--- src/binpos_pkg.sv ---
// Shared types, constants and helpers for the BINPOS trajectory parser.
package binpos_pkg;

  localparam int ATOM_BITS  = 24;
  localparam int FRAME_BITS = 32;

  typedef logic [ATOM_BITS-1:0]  atom_t;
  typedef logic [FRAME_BITS-1:0] frame_t;

  typedef enum logic [2:0] {
    PH_MAGIC = 3'd0,
    PH_FIRST = 3'd1,
    PH_COORD = 3'd2,
    PH_COUNT = 3'd3,
    PH_DONE  = 3'd4
  } phase_t;

  typedef enum logic [2:0] {
    ERR_OK          = 3'd0,
    ERR_BAD_MAGIC   = 3'd1,
    ERR_COUNT       = 3'd2,
    ERR_AMBIGUOUS   = 3'd3,
    ERR_FRAME_COUNT = 3'd4,
    ERR_NONFINITE   = 3'd5,
    ERR_TRUNCATED   = 3'd6
  } err_t;

  typedef struct packed {
    logic [7:0] data_byte;
    logic       last_byte;
  } byte_word_t;

  typedef struct packed {
    logic [31:0] coord_bits;
    logic [1:0]  axis;
    logic [23:0] atom_index;
    logic [31:0] frame_num;
    logic        stream_done;
    err_t        error_code;
  } coord_word_t;

  // "fxyz"
  function automatic logic [7:0] magic_byte(input logic [1:0] idx);
    logic [7:0] b;
    case (idx)
      2'd0:    b = 8'h66;
      2'd1:    b = 8'h78;
      2'd2:    b = 8'h79;
      default: b = 8'h7a;
    endcase
    return b;
  endfunction

endpackage

--- src/binpos_trajectory_parser.sv ---
// Top level: BINPOS byte-stream parser with output register and skid stage.
//
//   channel      | direction | handshake                 | word
//   byte stream  | in        | byte_valid / byte_stall   | byte_word  (data_byte, last_byte)
//   coordinates  | out       | coord_valid / coord_stall | coord_word (coord_bits .. error_code)
//   atom count   | in        | atoms_we                  | atoms_wdata
//
// One byte is taken per cycle while byte_stall is low; its result, if any, is registered
// in the output register, or in the skid stage while the output is stalled. Byte decode is
// combinational. A skid stage holds one result while the output is stalled; byte_stall rises
// only when that stage is full. rst is synchronous and clears the parse state, the sticky
// error and both output stages; the atom count returns to one.
module binpos_trajectory_parser (
  input  logic                       clk,
  input  logic                       rst,
  input  logic                       byte_valid,
  output logic                       byte_stall,
  input  binpos_pkg::byte_word_t     byte_word,
  output logic                       coord_valid,
  input  logic                       coord_stall,
  output binpos_pkg::coord_word_t    coord_word,
  input  logic                       atoms_we,
  input  logic [23:0]                atoms_wdata
);

  logic [23:0]              atoms_cfg;
  binpos_pkg::phase_t       phase, phase_next;
  logic [1:0]               byte_in_word;
  logic [23:0]              word_buffer;
  logic                     order_big;
  binpos_pkg::atom_t        atom_counter;
  logic [1:0]               axis_counter;
  binpos_pkg::frame_t       frame_counter;
  binpos_pkg::err_t         sticky_error;

  logic                     skid_valid;
  binpos_pkg::coord_word_t  skid_word;

  logic                     take;
  logic                     active;
  logic                     in_magic;
  logic                     magic_ok;
  logic                     word_end;
  logic                     is_last;
  logic [7:0]               b;
  binpos_pkg::atom_t        expected;
  logic [31:0]              exp32;
  logic [31:0]              le_word, be_word, word;
  logic                     lm, bm;
  binpos_pkg::atom_t        atom_inc;
  logic                     coord_end;
  logic                     closed;
  logic                     nonfinite;

  binpos_pkg::err_t         err;
  logic                     res_valid;
  binpos_pkg::coord_word_t  res;
  logic                     res_take;

  assign b        = byte_word.data_byte;
  assign is_last  = byte_word.last_byte;
  assign take     = byte_valid && !byte_stall;
  assign active   = (sticky_error == binpos_pkg::ERR_OK) && (phase != binpos_pkg::PH_DONE);
  assign in_magic = (phase == binpos_pkg::PH_MAGIC);
  assign magic_ok = (b == binpos_pkg::magic_byte(byte_in_word));
  assign word_end = !in_magic && (byte_in_word == 2'd3);

  assign expected = binpos_pkg::atom_t'(atoms_cfg);
  assign exp32    = 32'(expected);
  assign le_word  = {b, word_buffer};
  assign be_word  = {word_buffer[7:0], word_buffer[15:8], word_buffer[23:16], b};
  assign word     = order_big ? be_word : le_word;
  assign lm       = (le_word == exp32);
  assign bm       = (be_word == exp32);

  assign atom_inc  = atom_counter + binpos_pkg::atom_t'(1);
  assign coord_end = word_end && (phase == binpos_pkg::PH_COORD);
  // frame closes on the z word of the last atom
  assign closed    = coord_end && (axis_counter == 2'd2) &&
                     ((atom_inc == expected) || (expected == '0));
  assign nonfinite = (word[30:23] == 8'hff);

  // result decode
  always_comb begin
    err       = binpos_pkg::ERR_OK;
    res_valid = 1'b0;
    res       = '0;
    if (active) begin
      case (phase)
        binpos_pkg::PH_MAGIC: begin
          if (!magic_ok)    err = binpos_pkg::ERR_BAD_MAGIC;
          else if (is_last) err = binpos_pkg::ERR_TRUNCATED;
        end
        binpos_pkg::PH_FIRST: begin
          if (!word_end) begin
            if (is_last) err = binpos_pkg::ERR_TRUNCATED;
          end else if (expected == '0 || (!lm && !bm)) begin
            err = binpos_pkg::ERR_COUNT;
          end else if (lm && bm) begin
            err = binpos_pkg::ERR_AMBIGUOUS;
          end else if (is_last) begin
            err = binpos_pkg::ERR_TRUNCATED;
          end
        end
        binpos_pkg::PH_COUNT: begin
          if (!word_end) begin
            if (is_last) err = binpos_pkg::ERR_TRUNCATED;
          end else if (word != exp32) begin
            err = binpos_pkg::ERR_FRAME_COUNT;
          end else if (is_last) begin
            err = binpos_pkg::ERR_TRUNCATED;
          end
        end
        binpos_pkg::PH_COORD: begin
          if (!word_end) begin
            if (is_last) err = binpos_pkg::ERR_TRUNCATED;
          end else begin
            if (nonfinite)              err = binpos_pkg::ERR_NONFINITE;
            else if (is_last && !closed) err = binpos_pkg::ERR_TRUNCATED;
            res.coord_bits  = word;
            res.axis        = axis_counter;
            res.atom_index  = 24'(atom_counter);
            res.frame_num   = 32'(frame_counter);
            res.stream_done = is_last && closed;
          end
        end
        default: err = binpos_pkg::ERR_OK;
      endcase
      res.error_code = err;
      res_valid      = (err != binpos_pkg::ERR_OK) || coord_end;
    end
  end

  // next phase
  always_comb begin
    phase_next = phase;
    if (take && active) begin
      case (phase)
        binpos_pkg::PH_MAGIC: begin
          if (magic_ok && byte_in_word == 2'd3) phase_next = binpos_pkg::PH_FIRST;
        end
        binpos_pkg::PH_FIRST,
        binpos_pkg::PH_COUNT: begin
          if (word_end) phase_next = binpos_pkg::PH_COORD;
        end
        binpos_pkg::PH_COORD: begin
          if (word_end) begin
            if (err == binpos_pkg::ERR_OK && is_last) phase_next = binpos_pkg::PH_DONE;
            else if (closed)                          phase_next = binpos_pkg::PH_COUNT;
          end
        end
        default: phase_next = phase;
      endcase
    end
  end

  always_ff @(posedge clk) begin
    if (rst) begin
      atoms_cfg <= 24'd1;
    end else if (atoms_we) begin
      atoms_cfg <= atoms_wdata;
    end
  end

  always_ff @(posedge clk) begin
    if (rst) begin
      phase         <= binpos_pkg::PH_MAGIC;
      byte_in_word  <= '0;
      word_buffer   <= '0;
      order_big     <= 1'b0;
      atom_counter  <= '0;
      axis_counter  <= '0;
      frame_counter <= '0;
      sticky_error  <= binpos_pkg::ERR_OK;
    end else if (take && active) begin
      phase        <= phase_next;
      sticky_error <= err;
      // wraps to zero at the end of each word
      byte_in_word <= byte_in_word + 2'd1;
      if (!in_magic) begin
        case (byte_in_word)
          2'd0:    word_buffer[7:0]   <= b;
          2'd1:    word_buffer[15:8]  <= b;
          2'd2:    word_buffer[23:16] <= b;
          default: word_buffer        <= '0;
        endcase
      end
      if (word_end && phase == binpos_pkg::PH_FIRST) order_big <= bm;
      if (coord_end) begin
        if (axis_counter == 2'd2) begin
          axis_counter <= '0;
          if (closed) begin
            atom_counter  <= '0;
            frame_counter <= frame_counter + binpos_pkg::frame_t'(1);
          end else begin
            atom_counter <= atom_inc;
          end
        end else begin
          axis_counter <= axis_counter + 2'd1;
        end
      end
    end
  end

  // output register and skid stage
  assign res_take   = take && res_valid;
  assign byte_stall = skid_valid;

  always_ff @(posedge clk) begin
    if (rst) begin
      coord_valid <= 1'b0;
      skid_valid  <= 1'b0;
    end else if (!coord_valid || !coord_stall) begin
      if (skid_valid) begin
        coord_valid <= 1'b1;
        skid_valid  <= 1'b0;
      end else begin
        coord_valid <= res_take;
      end
    end else if (res_take) begin
      skid_valid <= 1'b1;
    end
  end

  always_ff @(posedge clk) begin
    if (!coord_valid || !coord_stall) begin
      if (skid_valid)    coord_word <= skid_word;
      else if (res_take) coord_word <= res;
    end else if (res_take) begin
      skid_word <= res;
    end
  end

endmodule

--- config.mk ---
export PLATFORM = sky130hd
export DESIGN_NAME = binpos_trajectory_parser
export DESIGN_NICKNAME = d
export VERILOG_FILES = /design/src/binpos_pkg.sv /design/src/binpos_trajectory_parser.sv
export SDC_FILE = /design/constraint.sdc
export NUM_CORES = 1
export LEC_CHECK = 0
export BUFFER_PORTS_ARGS = -buffer_cell sky130_fd_sc_hd__buf_2
export CELL_PAD_IN_SITES_DETAIL_PLACEMENT = 0
export CELL_PAD_IN_SITES_GLOBAL_PLACEMENT = 1
export CORE_UTILIZATION = 48
export CTS_CLUSTER_DIAMETER = 60
export CTS_CLUSTER_SIZE = 10
export DETAILED_ROUTE_END_ITERATION = 10
export GPL_TIMING_DRIVEN = 0
export MAX_ROUTING_LAYER = met4
export PLACE_DENSITY = 0.88
export SLEW_MARGIN = 20
export SYNTH_ARGS = -nofsm -noshare
export SYNTH_HDL_FRONTEND = slang
export SYNTH_SLANG_ARGS = --single-unit
--- constraint.sdc ---
create_clock -name clk -period 11.7 [get_ports clk]
set_input_delay 1.755 -clock clk [delete_from_list [all_inputs] [get_ports clk]]
set_output_delay 1.755 -clock clk [all_outputs]
set_load 0.005 [all_outputs]
# Word level (Yosys, flattened, before mapping)
# Cells that the tools add are included.
totals:
  regBits: 305
  input_bits: 38
  out_inout_bits: 96
  elab_cells: 134
op_classes:
  n_addsub: 4
  eq_ne: 18
  muxes: 33
  bitwise: 5
  reduce_logical: 49
ops:
  columns: ["cell", "n"]
  rows:
  - ["$mux 94", 3]
  - ["$mux 91", 2]
  - ["$eq 32x24->1", 2]
  - ["$mux 3", 17]
  - ["$pmux 8 s2", 3]
  - ["$add 32x1->32 const B", 1]
  - ["$mux 32", 1]
  - ["$ne 32x24->1", 1]
  - ["$add 24x1->24 const B", 1]
  - ["$eq 24x24->1", 1]
  - ["$logic_not 24->1", 1]
  - ["$mux 24", 1]
  - ["$logic_and 1x1->1", 15]
  - ["$pmux 5 s3", 1]
  - ["$pmux 3 s4", 1]
  - ["$reduce_and 3->1", 4]
  - ["$reduce_or 2->1", 5]
  - ["$logic_not 3->1", 3]
  - ["$pmux 3 s3", 1]
  - ["$eq 8x8->1", 1]
  - ["$eq 8x8->1 const B", 1]
  - ["$reduce_and 2->1", 4]
  - ["$logic_not 1->1", 7]
  - ["$eq 2x2->1 const B", 3]
  - ["other kinds (17)", 29]

# Depth between registers and ports, before layout
# Gate-level depths: netlist of run 1.
depth:
  ltp_word: 19
  ltp_mapped: 13
  depth_no_buf: 12

# Least setup slack after synthesis of run 1
# OpenSTA, ideal clock, no wires.
synth_timing:
  kind: "input to register"
  start: "input byte_word[1] (netlist bit)"
  end: "register coord_word[0] (netlist bit) (enable)"
  setup_ps: 572
  arrival_ps: 8262
  required_ps: 11128
  slack_ps: 2866
  stages: 10
  n_path_buf: 0
  path_cell_list: "ha_1 nand4bb_1 or4_1 or3_1 a21o_1 nor4_1 a311o_1 or4_4 o31ai_4 a21boi_1"
synth_via:
  elab_chain_cells: 14
  elab_cells_between_ends: 27
  classes_between: "5 x eq/ne; 12 x mux; 10 x reduce/logical"
synth_rtl:
  columns: ["item", "line_no", "text"]
  rows:
  - ["from (decl)", "binpos_trajectory_parser.sv:18", "input binpos_pkg::byte_word_t byte_word,"]
  - ["$eq 32x24->1 (on tied branches)", "binpos_trajectory_parser.sv:73, binpos_trajectory_parser.sv:74", null]
  - ["$logic_not 1->1", "binpos_trajectory_parser.sv:97", "end else if (expected == '0 || (!lm && !bm)) begin"]
  - ["$logic_and 1x1->1", "binpos_trajectory_parser.sv:97", null]
  - ["$logic_or 1x1->1", "binpos_trajectory_parser.sv:97", null]
  - ["$mux 3", "binpos_trajectory_parser.sv:97", null]
  - ["$mux 3", "binpos_trajectory_parser.sv:95", "if (!word_end) begin"]
  - ["$pmux 3 s4 (*)", "binpos_trajectory_parser.sv:89", "case (phase)"]
  - ["$mux 3 (*)", "binpos_trajectory_parser.sv:88", "if (active) begin"]
  - ["$reduce_bool 3->1 (*)", "binpos_trajectory_parser.sv:130", "res_valid = (err != binpos_pkg::ERR_OK) || coord_end;"]
  - ["$logic_or 1x1->1 (*)", "binpos_trajectory_parser.sv:130", null]
  - ["$mux 1 (*)", "binpos_trajectory_parser.sv:88", null]
  - ["$logic_and 1x1->1 (*)", "binpos_trajectory_parser.sv:206", "assign res_take = take && res_valid;"]
  - ["$reduce_bool 2->1 (no line) (*)", null, null]
  - ["$reduce_and 2->1 (no line) (*)", null, null]
  - ["to (signal assigned)", "binpos_trajectory_parser.sv:227", "if (skid_valid) coord_word <= skid_word;"]
  - ["to (signal assigned)", "binpos_trajectory_parser.sv:228", "else if (res_take) coord_word <= res;"]
  - ["to (decl)", "binpos_trajectory_parser.sv:21", "output binpos_pkg::coord_word_t coord_word,"]
# Every way passes the cells marked *; elsewhere a longest branch is shown, timed or not. The select of a mux whose other input is x is not followed.
# A chain may end at the register's enable or synchronous reset.

# Worst setup path after layout of run 1
layout_timing:
  start: "input byte_word[5] (netlist bit)"
  end: "register coord_word[45] (netlist bit) (enable)"
# Same word-level chain as after synthesis.

==> results of run 1 <==
-- worst max-delay path: stages --
cell and delay [ns]:
buf_2 0.10, clkbuf_1 0.49, xor2_1 0.13, nor4_1 0.32, nand3_1 0.16, nor4_4 0.47
xnor2_1 0.19, a311o_1 0.43, or4_4 0.55, o31ai_4 0.36, a21boi_4 0.16, buf_16 0.22
buf_16 0.17, buf_16 0.18
-- metrics by stage --
stage               instance area, um2  util, %
floorplan                        15600        -
global route                     18100     57.1
finish                           18100     57.1
detailed placement               17000     53.5
global placement                 16700     52.7
CTS                              18100     57.1
-- layout by cell type, fill, tap and decap left out, types with 19 or more instances in the layout --
| cell type | n |
|---|---|
| mux2i_1 | 61 |
| or2_2 | 24 |
| clkbuf_16 | 40 |
| buf_2 | 153 |
| inv_1 | 28 |
| a21oi_1 | 66 |
| nor2_1 | 124 |
| xor2_1 | 24 |
| mux2_2 | 51 |
| and3_1 | 59 |
| edfxtp_1 | 188 |
| nor4_1 | 25 |
| o41ai_1 | 19 |
| nand3_1 | 46 |
| nand4_1 | 24 |
| dfxtp_1 | 117 |
| clkbuf_1 | 115 |
| nor3_1 | 20 |
| nand2_1 | 129 |
| o31ai_1 | 54 |
| xnor2_1 | 72 |
| o21ai_0 | 20 |
-- state kept, by name, summed over array words and instances, names as in the netlist --
signal	flops
coord_word	94
skid_word	94
frame_counter	32
atom_counter	24
atoms_cfg	24
word_buffer	24
phase	3
sticky_error	3
axis_counter	2
byte_in_word	2
byte_stall	1
coord_valid	1
order_big	1
-- path summary, 6_finish.rpt --
kind | start | end | slack, ns
max | byte_word[5] | coord_word[45] | 6.24
min | axis_counter[0] | axis_counter[1] | 0.48
max reg2reg | atom_counter[12] | coord_word[45] | 6.70
min reg2reg | axis_counter[0] | axis_counter[1] | 0.48
-- logic make-up (layout without fill, tap and decap cells) --
family	Yosys count	in the layout	synth area share, %
compound gates	251	251	11.6
xor+xnor	96	96	5.39
fa+ha+maj	10	10	0.803
buf+inv	167	370	4.43
flops	305	305	51.2
mux	112	112	7.60
simple gates	553	553	18.9
-- power groups by stage --
stage	sequential (W)	clock (W)	combinational, W
after CTS	0.00119	0.00111	0.000195
after detailed placement	0.00121	0	0.000194
final	0.00119	0.00109	0.000197
after global placement	0.00122	0	0.000179
after floorplan	0.00122	0	0.000104
after global routing	0.00119	0.00116	0.000212
-- final cells by class --
class,instances,area share (%)
Clock buffer,59,5.97
Buffer,139,3.23
Multi-Input combinational cell,1022,38.4
Sequential cell,305,44.1
Clock inverter,8,0.400
Inverter,28,0.580
Timing Repair Buffer,136,4.58
Tap cell,402,2.78
-- routing by layer --
| layer | track usage, % | up-vias | routed length [um] |
|---|---|---|---|
| met5 | - | - | 0 |
| met4 | 6.49 | 0 | 826 |
| met3 | 5.65 | 73 | 4040 |
| met2 | 42.0 | 598 | 20100 |
| met1 | 41.6 | 6128 | 21300 |
| li1 | - | 5894 | - |
==> flow_summary.toml, run 1 <==
[route]
first_pass_iters = 5
via_count = 12700
ant_nets = 0
viasPerCell = 6.05
remaining_drc_errors = 0
wl_per_cell_um = 22.1
drt_iter0_drc = 1341
wirelength_um = 46300

[worst_setup_path]
critPathLaunchType = "input pin"
worstSetupEndpointType = "register"
critPathArrivalTime_ns = 5.72
reg2regPathDepth = 13
crit_required_ns = 11.97
worstPathMaxFanout = 24
path_class = "input pin to register"

[grt]
grt_pass1_wl_um = 71200
grt_use_total_pct = 28.9
overflow = 0
antenna_found_initial = 1
grt_pass1_vias = 11900
grt_max_degree = 28

[synth]
synth.distinct_cells = 78
avgSynthCellArea_um2 = 10.4
yosysSeqAreaShare_pct = 51.2
synth_top_area_share_pct = 36.2
syn_nets = 1542
synth.area.top_cells = "edfxtp_1 (36%), dfxtp_1 (15%), xnor2_1 (4.0%)"
ys.flop_type = "edfxtp_1"
syn_inst = 1494
synth_commonest_cells = "edfxtp_1 (188), nand2_1 (129), nor2_1 (125)"
yosys.area.top_type = "edfxtp_1"
yosys.cell_count.top_type = "edfxtp_1"
synth_edf_count = 188
ys.warnings.count = 0
netlist_area_um2 = 15600
async_reset_ff_share_pct = 0
synth_seq_cells = 305

[timing]
slew_viol_final = 0
setup_viol = 0
fmax_mhz = 183
setup_tns_ns = 0
worst_pin_slew_ns = 0.957
finClkSkew_ns = 0.0166
fin_crit_ns = 5.46
max_slew_margin_pct = 35.7
setup_ws_ns = 6.24
holdWs_ns = 0.483
hold_viol_final = 0
min_period_over_period_pct = 46.6
rsz0062_at_grt = "false"

[floorplanning]
die_w_um = 182
row_count = 65
start_util_pct = 49.2
coreArea_um2 = 31700
ios = 134
die_area_um2 = 33200
die_height_um = 182

[cts]
cts_root_buf = "clkbuf_16"
clkLatencyLatePin_ns = 0.53
cts.sinks = 305
path_clk_slew_ns = 0.06
cts.repair.resized = 0
postCtsSetupBuffers = 0
htree_num_levels = 2
ctsHoldBuffers = 0
cts_tree = "yes"
cts-buffers-inserted = 39
cts_max_path_buffers = 3

[finish]
regArea_um2 = 7990
drive_above_1_share_pct = 18.7
fillers = 2742
instances_no_fill = 2099
multi_input_area_um2 = 6960
layout.nets = 1719
antenna-diode-count = 0
syn_to_final_growth_pct = 16.2

[place]
port_buffers = 127
gp_congestion = 0.954
post-dp-hpwl_um = 34200
dp_slack_ns = 5.79
dp.cells = 2032

[run]
max_cap_viol_count = 0

[power]
p_int_w = 0.00189
p_switching_w = 0.000581
clkPwrFrac_pct = 44.1
leakage_nw = 6.38
seq_power_share_pct = 48.0
swShare_pct = 23.5
p_comb_share_pct = 8.0
p_per_area_nw_per_um2 = 136
max-vdd-ir-drop_mv = 0.0829
p_total_w = 0.00247

[worst_hold_path]
whs_path_depth = 2
hold_class = "register to register"

[run_status]
status = "completed"
(Power assumes the default switching activity.)
==> run 2, diff against run 1 <==
- ABC_AREA: unset -> 1
- CORE_UTILIZATION: 48 -> 45
- PLACE_DENSITY: 0.88 -> 0.87
- clock period: 11.7 -> 5.5 ns (I/O delays scaled with it)
==> run 2 against run 1 <==
  * Cell area decreased by 2.8%
  * Combinational power grew 94%
  * Non-clock buffer count down 66
  * Power grew 110%
==> flow_summary.toml, run 2 <==
[run_status]
status = "completed"

[timing]
fin_crit_ns = 4.41
fmax_mhz = 227
min_period_over_period_pct = 80.1
setup_ws_ns = 1.09
hold_viol_final = 0
setup_viol = 0
worst_pin_slew_ns = 0.959
finClkSkew_ns = 0.0216
rsz0062_at_grt = "false"
slew_viol_final = 0
max_slew_margin_pct = 35.4
holdWs_ns = 0.470

[route]
wl_per_cell_um = 17.6
viasPerCell = 5.20
wirelength_um = 44600
first_pass_iters = 6
drt_iter0_drc = 1082
via_count = 13200
ant_nets = 0
remaining_drc_errors = 0

[worst_setup_path]
cpLargestDelayFamily = "buffers and inverters"
critPathLaunchType = "register"
crit_required_ns = 5.77
crit_cells = 19
worstSetupEndpointType = "register"
path_class = "register to register"
critPathArrivalTime_ns = 4.67
cp_slowest_cell = "clkbuf_1"
cp_num_buf_inv = 6
path_cells = "buf_2 -> clkbuf_1 -> nand2_1 -> o21ai_0 -> xor2_1 -> nor3_1 -> nand4_1 -> nor2_1 -> nand2_1 -> nand3_1 -> nand2_1 -> a21oi_1 -> nand4_1 -> o21ai_1 -> a21boi_4 -> buf_16 -> buf_16 -> buf_16 -> buf_16"
cpMostUsedCell = "buf_16"
reg2regPathDepth = 19
worstPathMaxFanout = 25
cpPeakStageDelay_ns = 0.47

[finish]
instances_no_fill = 2538
utilization_pct = 53.9
layout.nets = 2116
syn_to_final_growth_pct = 16.9
final_common_cell = "nand2_1"
drive_above_1_share_pct = 10.2
reg.largest.list = "coord_word x94, skid_word x94, frame_counter x32"
most-common-layout-cells = "nand2_1 (643), nor2_1 (197), inv_1 (188), edfxtp_1 (188), buf_2 (134)"

[power]
clkPwrFrac_pct = 43.5
swShare_pct = 23.6
p_comb_share_pct = 7.4
p_switching_w = 0.00123
seq_power_share_pct = 49.1
leakage_nw = 7.02
p_int_w = 0.00397
max-vdd-ir-drop_mv = 0.168
p_per_area_nw_per_um2 = 295

[cts]
ctsHoldBuffers = 0
clkLatencyLatePin_ns = 0.53
cts.sinks = 305
cts.repair.resized = 0
cts-buffers-inserted = 38
cts_tree = "yes"
cts_max_path_buffers = 3
cts_root_buf = "clkbuf_16"
path_clk_slew_ns = 0.06
postCtsSetupBuffers = 0
htree_num_levels = 2

[grt]
antenna_found_initial = 0
grt_use_total_pct = 27.0
grt_pass1_wl_um = 68200
grt_pass1_vias = 12400
overflow = 0
grt_max_degree = 29

[worst_hold_path]
whs_path_depth = 1
hold_class = "register to register"

[place]
port_buffers = 129
gp_congestion = 0.975
dp_slack_ns = 1.14
dp.cells = 2470
post-dp-hpwl_um = 33800

[synth]
synth.area.top_cells = "edfxtp_1 (37%), nand2_1 (16%), dfxtp_1 (16%)"
synth_edf_count = 188
synth_seq_cells = 305
async_reset_ff_share_pct = 0
yosys.cell_count.top_type = "nand2_1"
synth_top_area_share_pct = 37.5
syn_inst = 1891
ys.flop_type = "edfxtp_1"
synth_commonest_cells = "nand2_1 (643), nor2_1 (198), edfxtp_1 (188), inv_1 (188), dfxtp_1 (117)"
avgSynthCellArea_um2 = 7.97
ys.warnings.count = 0
yosysSeqAreaShare_pct = 53.0
synth.distinct_cells = 37
netlist_area_um2 = 15100
syn_nets = 1939
yosys.area.top_type = "edfxtp_1"

[floorplanning]
row_count = 66
die_area_um2 = 34200
coreArea_um2 = 32700
ios = 134
start_util_pct = 46.1
die_height_um = 185
die_w_um = 185

[run]
max_cap_viol_count = 0
run 2: path summary, 6_finish.rpt:
kind	start	slack [ns]	endpoint
max	order_big	1.09	coord_word[55]
min	frame_counter[16]	0.47	frame_counter[16]
max reg2reg	order_big	1.09	coord_word[55]
min reg2reg	frame_counter[16]	0.47	frame_counter[16]
run 2: final cells by class:
cell class / count / area [um2]
tap: 442 / 553
clock buffer: 59 / 1050
clock inverter: 8 / 68.8
multi-input combinational: 1324 / 6100
fill: 3168 / 15100
antenna: 1 / 2.50
sequential: 305 / 7990
buffer: 72 / 277
inverter: 190 / 713
timing repair buffer: 137 / 858
run 2: cell families (layout without fill, tap and decap cells):
| logic type | Yosys count | count (layout) | synth area share, % |
|---|---|---|---|
| simple gates | 1035 | 1035 | 28.4 |
| buf+inv | 262 | 466 | 6.57 |
| flops | 305 | 305 | 53.0 |
| fa+ha+maj | 10 | 10 | 0.831 |
| compound gates | 226 | 226 | 7.97 |
| other cells | 0 | 1 | 0 |
| xor+xnor | 53 | 53 | 3.17 |
run 2: metal layers:
layer,wire [um],up-vias,GRT usage [%],share of wire [%]
met5,0,-,-,0
met4,1320,0,9.26,3.0
met3,2810,83,3.46,6.3
met2,20000,446,41.4,45
met1,20400,6112,36.9,46
li1,-,6545,-,-
run 2: power groups by stage:
stage | combinational (W) | clock (W) | sequential [W]
after floorplan | 0.000182 | 0 | 0.00261
after detailed placement | 0.000382 | 0 | 0.00260
after CTS | 0.000384 | 0.00229 | 0.00255
after global routing | 0.000421 | 0.00240 | 0.00256
final | 0.000383 | 0.00226 | 0.00255
after global placement | 0.000345 | 0 | 0.00261
run 2: metrics by stage:
step / setup TNS, ns / power, W / cell area [um2]
after floorplan: 0 / 0.00279 / 15100
after global routing: 0 / 0.00538 / 17600
after detailed placement: 0 / 0.00298 / 16500
final: 0 / 0.00520 / 17600
after CTS: 0 / 0.00523 / 17600
after global placement: -247.77 / 0.00296 / 16300
